### config.mk
export PLATFORM = sky130hd
export DESIGN_NAME = nmea_rmc_position_parser_flat
export DESIGN_NICKNAME = d
export VERILOG_FILES = /design/src/hw/rtl/nrmc_pkg.sv /design/src/hw/rtl/nrmc_if.sv /design/src/hw/rtl/nmea_rmc_position_parser.sv /design/src/hw/rtl/nrmc_ram.sv /design/src/hw/rtl/nrmc_front.sv /design/src/hw/rtl/nrmc_queue.sv /design/src/hw/rtl/nrmc_back.sv /design/src/flat_wrapper.sv
export SDC_FILE = /design/constraint.sdc
export NUM_CORES = 2
export LEC_CHECK = 0
export BUFFER_PORTS_ARGS = -buffer_cell sky130_fd_sc_hd__buf_4
export CAP_MARGIN = 30
export CORE_UTILIZATION = 45
export CTS_BUF_LIST = sky130_fd_sc_hd__clkbuf_8
export DETAILED_ROUTE_END_ITERATION = 6
export HOLD_SLACK_MARGIN = 0.03
export PLACE_DENSITY_LB_ADDON = 0.25
export SYNTH_ARGS = -nofsm -noshare
export SYNTH_HDL_FRONTEND = slang
export SYNTH_HIERARCHICAL = 1
export SYNTH_SLANG_ARGS = --single-unit
### constraint.sdc
create_clock -name clk -period 6.05 [get_ports clk]
set_input_delay 0.3025 -clock clk [delete_from_list [all_inputs] [get_ports clk]]
set_output_delay 0.3025 -clock clk [all_outputs]
set_load 0.02 [all_outputs]
### src/hw/rtl/nrmc_pkg.sv
// shared constants, types and character helpers of the rmc sentence parser
package nrmc_pkg;

  localparam int SENTENCE_BYTES = 128;
  localparam int ADDR_W = $clog2(SENTENCE_BYTES);
  localparam int CNT_W = $clog2(SENTENCE_BYTES + 1);

  localparam logic [1:0] ST_FIX   = 2'd0;
  localparam logic [1:0] ST_CSUM  = 2'd1;
  localparam logic [1:0] ST_BAD   = 2'd2;
  localparam logic [1:0] ST_OTHER = 2'd3;

  localparam logic [7:0] CH_DOLLAR = 8'h24;
  localparam logic [7:0] CH_COMMA  = 8'h2C;
  localparam logic [7:0] CH_DOT    = 8'h2E;
  localparam logic [7:0] CH_MINUS  = 8'h2D;
  localparam logic [7:0] CH_SLASH  = 8'h2F;
  localparam logic [7:0] CH_STAR   = 8'h2A;
  localparam logic [7:0] CH_CR     = 8'h0D;
  localparam logic [7:0] CH_LF     = 8'h0A;
  localparam logic [7:0] CH_A      = 8'h41;
  localparam logic [7:0] CH_C      = 8'h43;
  localparam logic [7:0] CH_G      = 8'h47;
  localparam logic [7:0] CH_M      = 8'h4D;
  localparam logic [7:0] CH_N      = 8'h4E;
  localparam logic [7:0] CH_P      = 8'h50;
  localparam logic [7:0] CH_R      = 8'h52;
  localparam logic [7:0] CH_S      = 8'h53;
  localparam logic [7:0] CH_W      = 8'h57;

  // ram write port driven by the front end
  typedef struct packed {
    logic              we;
    logic [ADDR_W-1:0] addr;
    logic [7:0]        data;
  } ram_wr_t;

  // completed sentence handed to the back end
  typedef struct packed {
    logic             valid;
    logic [CNT_W-1:0] len;
  } done_t;

  // running state of one coordinate field
  typedef struct packed {
    logic       active;
    logic       dot;
    logic [2:0] pre;
    logic [1:0] aft;
    logic [7:0] deg;
    logic [3:0] m1;
    logic [3:0] m2;
    logic [3:0] f0;
    logic [3:0] f1;
    logic [3:0] f2;
  } coord_t;

  function automatic logic is_valid_char(input logic [7:0] c);
    return (c >= 8'h61 && c <= 8'h7A) || (c >= 8'h41 && c <= 8'h5A) ||
           (c >= 8'h30 && c <= 8'h39) || c == CH_DOLLAR || c == CH_COMMA ||
           c == CH_DOT || c == CH_MINUS || c == CH_SLASH || c == CH_STAR ||
           c == CH_CR || c == CH_LF;
  endfunction

  function automatic logic [3:0] digit_of(input logic [7:0] c);
    logic [7:0] d;
    d = c - 8'h30;
    return (c >= 8'h30 && c <= 8'h39) ? d[3:0] : 4'd0;
  endfunction

  function automatic logic is_hex(input logic [7:0] c);
    return (c >= 8'h30 && c <= 8'h39) || (c >= 8'h41 && c <= 8'h46) ||
           (c >= 8'h61 && c <= 8'h66);
  endfunction

  function automatic logic [3:0] hex_of(input logic [7:0] c);
    logic [7:0] d;
    if (c >= 8'h30 && c <= 8'h39) begin
      d = c - 8'h30;
    end else if (c >= 8'h41 && c <= 8'h46) begin
      d = c - 8'h37;
    end else begin
      d = c - 8'h57;
    end
    return d[3:0];
  endfunction

  // one character of a coordinate field; start opens the field with c
  function automatic coord_t coord_step(input coord_t s, input logic start,
                                        input logic [7:0] c);
    coord_t n;
    n = s;
    if (start) begin
      n = '0;
      n.active = 1'b1;
    end
    if (n.active) begin
      if (c == CH_COMMA) begin
        n.active = 1'b0;
      end else if (!n.dot) begin
        if (c == CH_DOT) begin
          n.dot = 1'b1;
        end else begin
          n.deg = 8'(n.deg * 8'd10) + {4'd0, n.m1};
          n.m1 = n.m2;
          n.m2 = digit_of(c);
          if (n.pre != 3'd4) n.pre = n.pre + 3'd1;
        end
      end else begin
        if (n.aft == 2'd0) n.f0 = digit_of(c);
        if (n.aft == 2'd1) n.f1 = digit_of(c);
        if (n.aft == 2'd2) n.f2 = digit_of(c);
        if (n.aft != 2'd3) n.aft = n.aft + 2'd1;
      end
    end
    return n;
  endfunction

  function automatic logic coord_ok(input coord_t s);
    return s.dot && s.pre == 3'd4 && s.aft != 2'd0;
  endfunction

  function automatic logic [30:0] coord_mm(input coord_t s);
    logic [31:0] v;
    v = 32'(s.m1) * 32'd10000 + 32'(s.m2) * 32'd1000 + 32'(s.f0) * 32'd100 +
        32'(s.f1) * 32'd10 + 32'(s.f2) + 32'(s.deg) * 32'd60000;
    return v[30:0];
  endfunction

endpackage

### src/hw/rtl/nrmc_if.sv
// valid/ready channels for received bytes and parse results
interface nrmc_in_if;
  logic       valid;
  logic       ready;
  logic [7:0] rx_byte;
  modport source (output valid, output rx_byte, input ready);
  modport sink (input valid, input rx_byte, output ready);
endinterface

interface nrmc_out_if;
  logic        valid;
  logic        ready;
  logic [1:0]  sentence_status;
  logic [31:0] latitude_code;
  logic [31:0] longitude_code;
  modport source (output valid, output sentence_status, output latitude_code,
                  output longitude_code, input ready);
  modport sink (input valid, input sentence_status, input latitude_code,
                input longitude_code, output ready);
endinterface

### src/hw/rtl/nmea_rmc_position_parser.sv
// top level of the nmea rmc position parser
// Takes one received gps character per word on uart and reports one result word per
// completed sentence on result. Bytes are accepted one per cycle while no sentence is
// being evaluated; the line feed that closes a sentence hands its length to the back
// end, which walks the stored characters one per cycle through the store's single
// registered read port, so the input stalls while the sentence is walked and then
// until the result word is taken. Status is 0 for a valid rmc fix, 1 for a bad
// checksum, 2 for a malformed or void rmc sentence, 3 for any other sentence;
// positions are milliminutes with bit 31 marking south or west and are zero unless
// the status is 0.
module nmea_rmc_position_parser import nrmc_pkg::*; (
  input  logic       clk,
  input  logic       rst,
  nrmc_in_if.sink    uart,
  nrmc_out_if.source result
);
  ram_wr_t           wr;
  done_t             done, head;
  logic              pop, back_idle;
  logic [ADDR_W-1:0] raddr;
  logic [7:0]        rdata;

  // the store is shared, so bytes wait while a sentence is evaluated
  assign uart.ready = back_idle && !head.valid;

  // framing and store writes
  nrmc_front u_front (
    .clk     (clk),
    .rst     (rst),
    .accept  (uart.valid && uart.ready),
    .rx_byte (uart.rx_byte),
    .wr      (wr),
    .done    (done)
  );

  // sentence character store
  nrmc_ram #(.WIDTH(8), .DEPTH(SENTENCE_BYTES)) u_store (
    .clk   (clk),
    .we    (wr.we),
    .waddr (wr.addr),
    .wdata (wr.data),
    .raddr (raddr),
    .rdata (rdata)
  );

  // completed sentence hand-off
  nrmc_queue u_queue (
    .clk  (clk),
    .rst  (rst),
    .push (done),
    .pop  (pop),
    .head (head)
  );

  // checksum, id and coordinate decode
  nrmc_back u_back (
    .clk    (clk),
    .rst    (rst),
    .head   (head),
    .pop    (pop),
    .idle   (back_idle),
    .raddr  (raddr),
    .rdata  (rdata),
    .result (result)
  );
endmodule

### src/hw/rtl/nrmc_ram.sv
// generic single write port ram with registered read
module nrmc_ram #(
  parameter int WIDTH = 8,
  parameter int DEPTH = 128
) (
  input  logic                     clk,
  input  logic                     we,
  input  logic [$clog2(DEPTH)-1:0] waddr,
  input  logic [WIDTH-1:0]         wdata,
  input  logic [$clog2(DEPTH)-1:0] raddr,
  output logic [WIDTH-1:0]         rdata
);
  logic [WIDTH-1:0] mem [DEPTH];

  always_ff @(posedge clk) begin
    if (we) mem[waddr] <= wdata;
    rdata <= mem[raddr];
  end
endmodule

### src/hw/rtl/nrmc_front.sv
// front end: sentence framing, character screening and store writes
module nrmc_front import nrmc_pkg::*; (
  input  logic       clk,
  input  logic       rst,
  input  logic       accept,
  input  logic [7:0] rx_byte,
  output ram_wr_t    wr,
  output done_t      done
);
  logic             in_sentence;
  logic [CNT_W-1:0] char_count;

  always_comb begin
    wr.we   = 1'b0;
    wr.addr = char_count[ADDR_W-1:0];
    wr.data = rx_byte;
    done.valid = 1'b0;
    done.len   = char_count + CNT_W'(1);
    if (accept) begin
      if (!in_sentence) begin
        wr.we   = (rx_byte == CH_DOLLAR);
        wr.addr = '0;
      end else if (is_valid_char(rx_byte) && char_count < CNT_W'(SENTENCE_BYTES)) begin
        wr.we      = 1'b1;
        done.valid = (rx_byte == CH_LF);
      end
    end
  end

  always_ff @(posedge clk) begin
    if (rst) begin
      in_sentence <= 1'b0;
      char_count  <= '0;
    end else if (accept) begin
      if (!in_sentence) begin
        if (rx_byte == CH_DOLLAR) begin
          in_sentence <= 1'b1;
          char_count  <= CNT_W'(1);
        end
      end else if (!wr.we || done.valid) begin
        in_sentence <= 1'b0;
        char_count  <= '0;
      end else begin
        char_count <= char_count + CNT_W'(1);
      end
    end
  end
endmodule

### src/hw/rtl/nrmc_queue.sv
// one-entry queue of completed sentence lengths
module nrmc_queue import nrmc_pkg::*; (
  input  logic  clk,
  input  logic  rst,
  input  done_t push,
  input  logic  pop,
  output done_t head
);
  always_ff @(posedge clk) begin
    if (rst) begin
      head.valid <= 1'b0;
    end else if (push.valid) begin
      head.valid <= 1'b1;
    end else if (pop) begin
      head.valid <= 1'b0;
    end
    if (push.valid) head.len <= push.len;
  end
endmodule

### src/hw/rtl/nrmc_back.sv
// back end: walks a stored sentence, checks it and decodes the position
module nrmc_back import nrmc_pkg::*; (
  input  logic              clk,
  input  logic              rst,
  input  done_t             head,
  output logic              pop,
  output logic              idle,
  output logic [ADDR_W-1:0] raddr,
  input  logic [7:0]        rdata,
  nrmc_out_if.source        result
);
  localparam logic [1:0] S_IDLE = 2'd0;
  localparam logic [1:0] S_WALK = 2'd1;
  localparam logic [1:0] S_CALC = 2'd2;
  localparam logic [1:0] S_OUT  = 2'd3;

  logic [1:0]       state;
  logic [CNT_W-1:0] len, rd_pos, dpos;
  logic             dvld;
  logic [7:0]       sum, hi, lo;
  logic             star_seen, id_ok, prev_delim, status_ok, lat_s, lon_w;
  logic [1:0]       aft_star;
  logic [3:0]       dcnt;
  coord_t           lat_c, lon_c;
  logic [1:0]       o_status;
  logic [31:0]      o_lat, o_lon;
  logic             is_delim, csum_ok, type_ok, fix;

  assign idle  = (state == S_IDLE);
  assign pop   = idle && head.valid;
  assign raddr = rd_pos[ADDR_W-1:0];
  assign is_delim = (rdata == CH_COMMA) || (rdata == CH_STAR);

  assign csum_ok = star_seen && aft_star == 2'd2 && is_hex(hi) && is_hex(lo) &&
                   {hex_of(hi), hex_of(lo)} == sum;
  assign type_ok = id_ok && len >= CNT_W'(6);
  assign fix = dcnt >= 4'd12 && status_ok && coord_ok(lat_c) && coord_ok(lon_c);

  assign result.valid           = (state == S_OUT);
  assign result.sentence_status = o_status;
  assign result.latitude_code   = o_lat;
  assign result.longitude_code  = o_lon;

  always_ff @(posedge clk) begin
    if (rst) begin
      state <= S_IDLE;
      dvld  <= 1'b0;
    end else begin
      unique case (state)
        S_IDLE: begin
          if (head.valid) begin
            state <= S_WALK;
            dvld  <= 1'b0;
          end
        end
        S_WALK: begin
          dvld <= (rd_pos < len);
          if (rd_pos >= len && !dvld) state <= S_CALC;
        end
        S_CALC: state <= S_OUT;
        S_OUT: begin
          if (result.ready) state <= S_IDLE;
        end
        default: state <= S_IDLE;
      endcase
    end
  end

  always_ff @(posedge clk) begin
    if (state == S_IDLE) begin
      len        <= head.len;
      rd_pos     <= CNT_W'(1);
      sum        <= '0;
      star_seen  <= 1'b0;
      aft_star   <= '0;
      id_ok      <= 1'b1;
      dcnt       <= '0;
      prev_delim <= 1'b0;
      status_ok  <= 1'b0;
      lat_s      <= 1'b0;
      lon_w      <= 1'b0;
      lat_c      <= '0;
      lon_c      <= '0;
    end
    if (state == S_WALK) begin
      if (rd_pos < len) begin
        rd_pos <= rd_pos + CNT_W'(1);
        dpos   <= rd_pos;
      end
      if (dvld) begin
        // checksum runs up to the first star, then grabs the hex pair
        if (!star_seen) begin
          if (rdata == CH_STAR) star_seen <= 1'b1;
          else sum <= sum ^ rdata;
        end else if (aft_star != 2'd2) begin
          if (aft_star == 2'd0) hi <= rdata;
          else lo <= rdata;
          aft_star <= aft_star + 2'd1;
        end
        // sentence id
        priority if (dpos == CNT_W'(1)) begin
          id_ok <= id_ok && rdata == CH_G;
        end else if (dpos == CNT_W'(2)) begin
          id_ok <= id_ok && (rdata == CH_P || rdata == CH_N);
        end else if (dpos == CNT_W'(3)) begin
          id_ok <= id_ok && rdata == CH_R;
        end else if (dpos == CNT_W'(4)) begin
          id_ok <= id_ok && rdata == CH_M;
        end else if (dpos == CNT_W'(5)) begin
          id_ok <= id_ok && rdata == CH_C;
        end else begin
          id_ok <= id_ok;
        end
        // field starts
        if (prev_delim && dcnt == 4'd2) status_ok <= (rdata == CH_A);
        if (prev_delim && dcnt == 4'd4 && rdata == CH_S) lat_s <= 1'b1;
        if (prev_delim && dcnt == 4'd6 && rdata == CH_W) lon_w <= 1'b1;
        lat_c <= coord_step(lat_c, prev_delim && dcnt == 4'd3, rdata);
        lon_c <= coord_step(lon_c, prev_delim && dcnt == 4'd5, rdata);
        prev_delim <= is_delim;
        if (is_delim && dcnt != 4'd12) dcnt <= dcnt + 4'd1;
      end
    end
    if (state == S_CALC) begin
      o_lat <= '0;
      o_lon <= '0;
      priority if (!csum_ok) begin
        o_status <= ST_CSUM;
      end else if (!type_ok) begin
        o_status <= ST_OTHER;
      end else if (fix) begin
        o_status <= ST_FIX;
        o_lat    <= {lat_s, coord_mm(lat_c)};
        o_lon    <= {lon_w, coord_mm(lon_c)};
      end else begin
        o_status <= ST_BAD;
      end
    end
  end
endmodule

### src/flat_wrapper.sv
// flat-port wrapper written by rule: the top's interface ports become plain ports
module nmea_rmc_position_parser_flat import nrmc_pkg::*;
  (clk, rst, uart_valid, uart_rx_byte, uart_ready, result_valid, result_sentence_status, result_latitude_code, result_longitude_code, result_ready);
  nrmc_in_if uart_i ();
  nrmc_out_if result_i ();
  input  logic clk;
  input  logic rst;
  input wire logic [$bits(uart_i.valid)-1:0] uart_valid;
  input wire logic [$bits(uart_i.rx_byte)-1:0] uart_rx_byte;
  output wire logic [$bits(uart_i.ready)-1:0] uart_ready;
  output wire logic [$bits(result_i.valid)-1:0] result_valid;
  output wire logic [$bits(result_i.sentence_status)-1:0] result_sentence_status;
  output wire logic [$bits(result_i.latitude_code)-1:0] result_latitude_code;
  output wire logic [$bits(result_i.longitude_code)-1:0] result_longitude_code;
  input wire logic [$bits(result_i.ready)-1:0] result_ready;
  assign uart_i.valid = uart_valid;
  assign uart_i.rx_byte = uart_rx_byte;
  assign uart_ready = uart_i.ready;
  assign result_valid = result_i.valid;
  assign result_sentence_status = result_i.sentence_status;
  assign result_latitude_code = result_i.latitude_code;
  assign result_longitude_code = result_i.longitude_code;
  assign result_i.ready = result_ready;
  nmea_rmc_position_parser u_core (.clk(clk), .rst(rst), .uart(uart_i), .result(result_i));
endmodule
==> impl_metrics.yaml <==
power:
  p_seq_share_pct: 51.8
  p_clk_share_pct: 38.0
  p_comb_share_pct: 10.2
  peakVddDrop_uv: 218
  p_sw_mw: 4.56
  intPower_mw: 13.8
  swShare_pct: 24.8
  power.density_nw_per_um2: 278
  leakagePower_nw: 24.1
cts:
  clock_sinks: 1237
  cts_root_buffer: "clkbuf_8"
  htree_num_levels: 4
  numCtsBuffers: 195
  cts_tree: "yes"
  clk_pin_slew_ps: 70
  cts_max_path_buffers: 3
  clock_latency_ps: 930
synth:
  ys_ff_latch: 1237
  ys_top_cells_by_area: "edfxtp_1 57%, mux4_2 13%, ha_1 6.9%, fa_1 4.1%, dfxtp_1 4.0%"
  syn_area_um2: 58700
  synth_top_area_share_pct: 57.2
  yosysUniqueCellTypes: 95
  yosysSeqAreaShare_pct: 61.2
  syn_area_per_cell_um2: 16.1
  ys_async_sr_fraction_pct: 0
  synth_area_leader_cell: "edfxtp_1"
  synth-edff-count: 1119
  ys_warn_count: 6
  netlist_instances: 3641
  synthFlopType: "edfxtp_1"
run:
  drv_cap: 0
critical_path:
  worstReg2RegStart: "u_core/u_back/lon_c[14]"
  cpPeakStageDelay_ps: 580
  worstSetupPathType: "reg -> reg"
  critPathLaunch: "u_core/u_back/lon_c[14]"
  cp-start-kind: "flip-flop"
  path_common_cell: "fa_1"
  path_max_fanout: 3
  worst_ep_required_time_ps: 6680
  critical_path.endpoint_type: "flip-flop"
  crit_chain: "fa_1 > inv_2 > fa_1 > inv_2 > ha_4 > nor2b_1 > o21ai_1 > nand2b_1 > xnor2_2 > fa_1 > inv_1 > fa_1 > inv_2 > ha_4 > ha_4 > o21a_1 > o21ai_2 > o31ai_2 > o41a_1 > and3b_4 > a2111oi_4 > nor2_1 > xor2_1 > nor2_2"
  worst_ep_arrival_time_ps: 6480
  slowest_stage: "fa_1"
grt:
  grt_max_degree: 133
  grt_usage_pct: 19.6
  antenna_found_initial: 3
  grt_pass1_wl_um: 196000
  first_global_vias: 32200
  overflow: 0
place:
  dp_cells: 5434
  hpwlAfterDp_um: 83200
  numPortBuffers: 67
  gp_congestion: 0.812
sta:
  worstMarginPinSlew_ps: 1150
  final_max_slew_viol_count: 0
  fin_skew_ps: 53.1
  period_minus_slack_ps: 5850
  clock.fmax_ghz: 0.171
  setup_viol: 0
  hold_ws_ps: 192
  hold_violations: 0
  period_share_pct: 96.7
  slew_headroom_pct: 23.3
finish:
  final_cell_count_no_fill: 5814
  drive_gt1_share_pct: 22.4
  fin_nets: 4365
  area_growth_syn_to_layout_pct: 12.6
floorplan:
  floorplan.die_area_um2: 132000
  die_h_um: 363
  fp.dieW_um: 363
  rows: 132
  coreArea_um2: 129000
  io-pin-count: 80
  initial_core_util_pct: 45.4
route:
  drt-wirelength-per-cell_um: 21.9
  routed_wl_um: 128000
  first_pass_iters: 7
  viasPerCell: 5.47
  initialDrtViolationCount: 2729
  num_vias: 31800
  postRouteAntennaNets: 0
  drc: 0
min_path:
  min_from: "uart_valid"
  hold_path.class: "in -> reg"
status:
  status: "completed"
## flip-flops by register name, indices dropped and copies added (netlist names), 2 cells and up
signal / cells
u_core/u_back/aft_star: 2
u_core/u_back/dcnt: 4
u_core/u_back/dpos: 8
u_core/u_back/hi: 8
u_core/u_back/lat_c: 35
u_core/u_back/len: 8
u_core/u_back/lo: 8
u_core/u_back/lon_c: 35
u_core/u_back/rd_pos: 8
u_core/u_back/result.latitude_code: 26
u_core/u_back/result.longitude_code: 26
u_core/u_back/result.sentence_status: 2
u_core/u_back/state: 2
u_core/u_back/sum: 8
u_core/u_front/char_count: 8
u_core/u_queue/head: 9
u_core/u_store/mem: 1024
u_core/u_store/rdata: 8
## power by group through the flow
| stage | sequential, mW | combinational, mW | clock (mW) |
|---|---|---|---|
| finish | 9.50 | 1.88 | 6.98 |
| global route | 9.51 | 1.99 | 7.51 |
| CTS | 9.51 | 1.91 | 7.17 |
| detailed placement | 9.69 | 1.90 | 0 |
| global placement | 9.69 | 1.89 | 0 |
| floorplan | 9.58 | 1.44 | 0 |
## layout by cell type (no fill, tap or decap), types with 13 or more instances in the layout
| cell type | instances |
|---|---|
| nand2_1 | 177 |
| nor3_1 | 29 |
| dfxtp_1 | 109 |
| and2_1 | 15 |
| clkinv_1 | 56 |
| dlygate4sd3_1 | 13 |
| and3_1 | 19 |
| inv_1 | 295 |
| a21o_1 | 36 |
| clkinv_2 | 34 |
| xnor2_1 | 67 |
| edfxtp_1 | 1119 |
| nor2b_1 | 30 |
| a21oi_1 | 80 |
| mux4_2 | 336 |
| buf_4 | 186 |
| ha_1 | 308 |
| xor2_1 | 52 |
| fa_1 | 120 |
| a22o_1 | 13 |
| clkbuf_8 | 198 |
| nand2b_1 | 25 |
| o21ai_0 | 123 |
| nor2_1 | 256 |
| ha_4 | 14 |
| nand3_1 | 47 |
## metal layers
layer  global-route usage (%)  share of wire [%]  up-vias
li1                         -                  -    14500
met1                     27.0                 43    16300
met2                     32.2                 49      924
met3                     3.49                6.1      150
met4                     5.27                1.7        0
met5                        0                  0        -
## what timing repair did
action | 4_1_cts | 5_1_grt
hold buffers | 13 | 0
hold endpoints to repair | 228 | 0
pin swaps | 2 | 30
gates resized for setup | 1 | 61
endpoints found under the setup margin | 2 | 15
buffers inserted | 0 | 6
## final cells by class
type | count | area (um2)
Clock buffer | 198 | 2730
Multi-Input combinational cell | 2008 | 21400
Sequential cell | 1237 | 36000
Timing Repair Buffer | 209 | 1710
Antenna cell | 3 | 7.51
Tap cell | 1742 | 2180
Inverter | 258 | 968
Fill cell | 10800 | 63400
Clock inverter | 159 | 1120
## per-stage QoR
step	power (mW)	worst slack (ps)	util, %	setup TNS, ps	area, um2
CTS	18.6	8.67	50.8	0	65700
detailed placement	11.6	-59.1	47.7	-59.1	61700
finish	18.4	201	51.1	0	66100
global route	19.0	-47.7	51.1	-62.9	66100
floorplan	11.0	76.4	-	0	58800
global placement	11.6	38.0	47.6	0	61700
## worst max-delay path, delay by kind of cell (launching register included)
kind | cells | cell delay (ps)
buffers and inverters | 4 | 210
AND/OR/NAND/NOR | 5 | 610
AO/OA/AOI/OAI | 6 | 1320
XOR/XNOR | 2 | 360
adder cells (fa/ha/maj) | 7 | 2770
flip-flops | 1 | 320
## cells in the mapped netlist, drive strengths merged, types with 32 or more instances
cell type,number
a21o,36
a21oi,90
buf,80
clkbuf,69
dfxtp,118
edfxtp,1119
fa,120
ha,324
inv,257
mux4,336
nand2,178
nand3,47
nor2,266
nor3,32
o21ai,139
xnor2,71
xor2,53
## kinds of logic after synthesis
logic type	Yosys count	share of synthesized area [%]
AOI/OAI and AO/OA	386	4.23
xor gates and xnor gates	124	1.86
adders and majority gates	444	11.0
buffers and inverters	407	2.93
DFF	1237	61.2
muxes	353	13.2
other	1	0.00638
and+or+nand+nor	689	5.57
## path summary, 6_finish.rpt
path,slack [ps],to,depth (start not counted)
max reg2reg,200,u_core/u_back/result.longitude_code[22],24
min reg2reg,420,u_core/u_back/len[4],0
min,190,u_core/u_front/char_count[0],5
max,200,u_core/u_back/result.longitude_code[22],24
Power figures use the tool's default switching activity.
